<file path="config.mk">
export PLATFORM = sky130hd
export DESIGN_NAME = mlfq_ctrl
export DESIGN_NICKNAME = d
export VERILOG_FILES = /design/src/rtl/mlfq_pkg.sv /design/src/rtl/mlfq_ctrl.sv
export SDC_FILE = /design/constraint.sdc
export NUM_CORES = 1
export LEC_CHECK = 0
export ABC_CLOCK_PERIOD_IN_PS = 2400
export BUFFER_PORTS_ARGS = -buffer_cell sky130_fd_sc_hd__buf_2
export CAP_MARGIN = 20
export CORE_AREA = 2 2 39 41
export DETAILED_ROUTE_END_ITERATION = 12
export DIE_AREA = 0 0 41 43
export PLACE_DENSITY = 0.7
export SLEW_MARGIN = 10
export SYNTH_ARGS = -nofsm -noshare
export SYNTH_HDL_FRONTEND = slang
export SYNTH_SLANG_ARGS = --single-unit
export TNS_END_PERCENT = 5
</file>
<file path="constraint.sdc">
create_clock -name clk -period 2.4 [get_ports clk]
set_input_delay 0 -clock clk [delete_from_list [all_inputs] [get_ports clk]]
set_output_delay 0 -clock clk [all_outputs]
set_load 0.01 [all_outputs]
</file>
<file path="src/rtl/mlfq_pkg.sv">
package mlfq_pkg;

  typedef enum logic [2:0] {
    ST_LOADED   = 3'd0,
    ST_DISPATCH = 3'd1,
    ST_EMPTY    = 3'd2,
    ST_BADLEVEL = 3'd3,
    ST_FULL     = 3'd4
  } status_t;

  localparam logic OP_LOAD     = 1'b0;
  localparam logic OP_DISPATCH = 1'b1;

  localparam logic [4:0] QUANTUM_DEFAULT = 5'd10;
  localparam logic [15:0] THRESH_DEFAULT = 16'd100;

  localparam logic CFG_QUANTUM = 1'b0;
  localparam logic CFG_THRESH  = 1'b1;

  typedef enum logic [3:0] {
    S_IDLE,
    S_LOAD,
    S_SCAN,
    S_PICK,
    S_RUN,
    S_AGE_SCAN,
    S_AGE_DO,
    S_DONE
  } state_t;

  // controller to datapath
  typedef struct packed {
    logic       clr_scan;
    logic       scan_step;
    logic       load_wr;
    logic       run;
    logic       age_do;
    logic [1:0] age_level;
    logic       age_mode;
    logic       emit;
    status_t    emit_status;
  } cmd_t;

  // datapath to controller
  typedef struct packed {
    logic scan_last;
    logic have_free;
    logic full;
    logic found_any;
    logic age_hit;
  } sts_t;

endpackage

</file>
<file path="src/rtl/mlfq_ctrl.sv">
module mlfq_ctrl (
  input  logic          clk,
  input  logic          rst_n,
  input  logic          start,
  input  logic          in_opcode,
  input  logic [2:0]    in_start_level,
  output logic          busy,
  output mlfq_pkg::cmd_t cmd,
  input  mlfq_pkg::sts_t sts
);
  import mlfq_pkg::*;

  state_t     state_r, state_nxt;
  logic [1:0] lvl_r, lvl_nxt;

  always_ff @(posedge clk) begin
    if (!rst_n) begin
      state_r <= S_IDLE;
      lvl_r   <= 2'd0;
    end else begin
      state_r <= state_nxt;
      lvl_r   <= lvl_nxt;
    end
  end

  always_comb begin
    state_nxt = state_r;
    lvl_nxt   = lvl_r;
    cmd       = '0;
    cmd.emit_status = ST_LOADED;
    cmd.age_level   = lvl_r;
    busy      = (state_r != S_IDLE);
    unique case (state_r)
      S_IDLE: begin
        if (start) begin
          if (in_opcode == OP_LOAD && (in_start_level < 3'd1 || in_start_level > 3'd4)) begin
            cmd.emit = 1'b1;
            cmd.emit_status = ST_BADLEVEL;
          end else begin
            cmd.clr_scan = 1'b1;
            cmd.age_mode = 1'b0;
            state_nxt = (in_opcode == OP_LOAD) ? S_LOAD : S_SCAN;
          end
        end
      end
      S_LOAD: begin
        cmd.scan_step = 1'b1;
        if (sts.scan_last) state_nxt = S_PICK;
      end
      S_PICK: begin
        if (sts.full || !sts.have_free) begin
          cmd.emit = 1'b1;
          cmd.emit_status = ST_FULL;
        end else begin
          cmd.load_wr = 1'b1;
          cmd.emit = 1'b1;
          cmd.emit_status = ST_LOADED;
        end
        state_nxt = S_IDLE;
      end
      S_SCAN: begin
        cmd.scan_step = 1'b1;
        if (sts.scan_last) state_nxt = S_RUN;
      end
      S_RUN: begin
        if (!sts.found_any) begin
          cmd.emit = 1'b1;
          cmd.emit_status = ST_EMPTY;
          state_nxt = S_IDLE;
        end else begin
          cmd.run = 1'b1;
          cmd.clr_scan = 1'b1;
          lvl_nxt = 2'd1;          // level 2 encoded as index 1
          state_nxt = S_AGE_SCAN;
        end
      end
      S_AGE_SCAN: begin
        cmd.age_mode = 1'b1;
        cmd.scan_step = 1'b1;
        if (sts.scan_last) state_nxt = S_AGE_DO;
      end
      S_AGE_DO: begin
        cmd.age_mode = 1'b1;
        cmd.age_do = sts.age_hit;
        cmd.clr_scan = 1'b1;
        if (lvl_r == 2'd3) state_nxt = S_DONE;
        else begin
          lvl_nxt = lvl_r + 2'd1;
          state_nxt = S_AGE_SCAN;
        end
      end
      S_DONE: begin
        cmd.emit = 1'b1;
        cmd.emit_status = ST_DISPATCH;
        state_nxt = S_IDLE;
      end
      default: state_nxt = S_IDLE;
    endcase
  end
endmodule

</file>
==> results.md <==
- Ranking of synthesized cells by instance count: 7 x inv_1, 5 x dfxtp_1, 5 x ha_1, 5 x nand2_1
- Type of destination of the critical path: flip-flop
- Data arrival time of the worst path: 1.84 ns
- Number of global-route vias before repair: about 470
- Final hold violation count: 0
- Count of routing violations after the opening detailed-route iteration: 7
- Cells along the critical path: inv_1 > ha_1 > inv_1 > o22ai_1 > a221oi_2 > mux2i_1
- Count of buffers inserted at the top-level ports: 24
- Post-CTS Setup Repair Bufs: 0
- Count of cells along the worst register-to-register path: 6
- Worst-margin pin slew: 0.530 ns
- Most frequent cell on the critical path: inv_1
- Unrepaired setup endpoints after global routing: no
- Final setup TNS: 0 ns
- Final setup skew: approximately 0.00087 ns
- Timing-limited maximum frequency: ~0.59 GHz
- Endpoints failing setup: 0
- Clk slew on worst S/H paths: 0.04 ns
- End of the worst register-to-register path: state_r[0]
- Area of placed instances: 662 µm²
- Final estimated routing congestion in global placement: 0.738
- HPWL after detailed placement: 973 µm
- Routed wire length: ~1.2 mm
- Clock net sink count: 5
- Post-cts hold buffer count: 0
- Sum of overflow across all layers after global routing: 0
- Remaining number of nets flagged by the antenna check after routing: 0
- FILL cells: 143
- Worst endpoint required time: roughly 2.6 ns
- Cell type with the largest total area after synthesis: dfxtp_1
- Headroom to the max-slew limit: 0.646
- Area growth, synth to finish: 29.4%
- Pin count of the biggest net entering global routing: 15
- Overall Power: 505 µW
- Highest metal layer with signal wires: met3
- Min Hold Slack: 0.0576 ns
- TritonCTS clock tree: yes
- Largest driver fanout on the critical path: 6
- Post-detailed-route DRC marker count: 0
- Critical Path Source: state_r[0]
- Die Y: 43 µm
- Core ar.: 1380 µm²
- Net count of the finished layout: 112
- Most instantiated library cell after synthesis: inv_1
- Post-Syn Area: 532 µm²
- Sum of met3 wire segment lengths after detailed routing: about 55 µm
- Number of distinct library cell variants in the gate-level netlist after synthesis: 31
- Post-layout minimum cycle time: about 1.7 ns
- Total number of placement rows: 14
- Count of state elements after synthesis: 5
- Setup slack, reg-to-reg: roughly 0.72 ns
- Post-route design area: ~700 µm²
- Post-Syn Instances: between 60 and 70
- Worst-case vdd ir drop: around 0.36 mV
- Hold EP: lvl_r[0]
- Overall global routing resource usage: 0.137
- Detailed-route vias per instance: between 5 and 6
- Status: finished, final reports clean
- IO Count: 25
- Pre-antenna DRT Iters: 4
- Synth Flop Type: dfxtp_1
- Count of cells resized by post-cts repair: 0
- Power density relative to cell area: about 730 nW/µm²
- Post-synth top area share: 0.188
- Seq/Total Area, Yosys: 0.188
- Standby leakage power: between 0.3 and 0.4 nW
- Diodes inserted: 0
- Number of buffers inserted during clock tree synthesis: 3
- Critical path startpoint category: flip-flop
- First-pass GRT wire length: between 1.5 and 2 mm
- Final Max Tran Viols: 0
- Share of post-route cells with drive strength above 1: 0.351
- Insertion delay of the later-clocked pin in the worst-skew pair: roughly 0.23 ns
- Die W: roughly 40 µm
- CTS HTree Levels: 1
- Mean cell area of the mapped netlist: slightly below 8 µm²
- Number of antenna violations at the first check in global routing: 0
- Worst Setup Path Type: reg2reg
- Met2 WL post-DR: 586 µm
- Path type of the worst min-delay path: in2reg
- Max-cap violation count: 0
- Net Count, Synth: 85
- Area of the die: roughly 1800 µm²
- Cell at the root of the clock tree: clkbuf_4
- Peak per-stage delay on the critical path: between 0.3 and 0.4 ns
- Max stage delay cell, worst path: dfxtp_1
- Average detailed-routed wire length per instance: ~11 µm
- Worst Hold Launch: rst_n
- Number of enable-type register cells in the synthesized netlist: 0
- M1 WL: 539 µm
- Cells taking the most area after synthesis: dfxtp_1 19%, ha_1 12%, a221oi_2 5.6%, inv_1 4.9%, a21oi_1 3.8%
- Cell depth of the worst hold path: 2
- Warnings, synthesis: 0
- Total via count after detailed routing: approximately 570
- Utilization after layout: 0.497
- Initial cell density of the core: 0.384
- Final critical-path share of the clock period: 0.701
- Share of flip-flops with an asynchronous set or reset: 0
- Deepest clock path buffer count: 2
- Worst reg2reg path startpoint: state_r[0]
-- how the worst max path moves through the flow --
stage	endpoint	slack [ns]	cells after the start
3_3_place_gp	state_r[0]	0.74	6
5_1_grt	state_r[1]	0.57	6
6_report	state_r[0]	0.72	6
3_5_place_dp	state_r[1]	0.71	6
4_1_cts	state_r[1]	0.71	6
2_1_floorplan	state_r[0]	0.89	6
-- logic make-up after synthesis --
kind of cell | after synthesis | share of synthesized area
muxes | 2 | 0.0376
DFF | 5 | 0.188
adders and majority gates | 5 | 0.118
and+or+nand+nor | 25 | 0.266
buffers and inverters | 10 | 0.0753
AOI/OAI and AO/OA | 21 | 0.315
-- sequential cells by signal, indices dropped and copies added, names as in the netlist --
name / count
state_r: 3
lvl_r: 2
-- placed cells by master, fill, tap and decap left out, types with 3 or more instances in the layout --
cell type and instances:
buf_2 24, inv_1 7, nand2_1 5, ha_1 5
dfxtp_1 5, nor2_1 4, a21oi_1 4, nand2b_1 3
clkbuf_4 3
-- critical path: cells and delay by family, from the launching register on --
kind	cells	cell delay (ns)
AO/OA/AOI/OAI	2	0.49
flip-flops	1	0.37
adder cells (fa/ha/maj)	1	0.27
buffers and inverters	2	0.26
multiplexers	1	0.23
-- metrics by stage --
| step | instances | worst slack, ns |
|---|---|---|
| after floorplan | 68 | 0.894 |
| after global placement | 106 | 0.738 |
| after detailed placement | 106 | 0.713 |
| after CTS | 110 | 0.705 |
| after global routing | 110 | 0.566 |
| final | 110 | 0.717 |
-- where the power goes --
group | switching (mW) | leakage [nW] | internal [mW] | total (mW)
Combinational | 0.167 | 0.310 | 0.123 | 0.290
Sequential | 0.0245 | 0.0407 | 0.0974 | 0.122
Clock | 0.0306 | 0.0150 | 0.0626 | 0.0932
-- per-layer routing --
metal / vias to the layer above / GRT usage
met5: - / 0
met4: 0 / 0.0800
met3: 0 / 0.0157
met2: 11 / 0.234
met1: 261 / 0.148
li1: 301 / -
-- cell type report --
class                           count  area (µm²)  share of cell area
Tap cell                           16        20.0              0.0291
Inverter                            8        30.0              0.0436
Clock buffer                        4        26.3              0.0382
Sequential cell                     5         100               0.145
Multi-Input combinational cell     53         392               0.569
Timing Repair Buffer               24         120               0.175
Power figures use the tool's default switching activity.
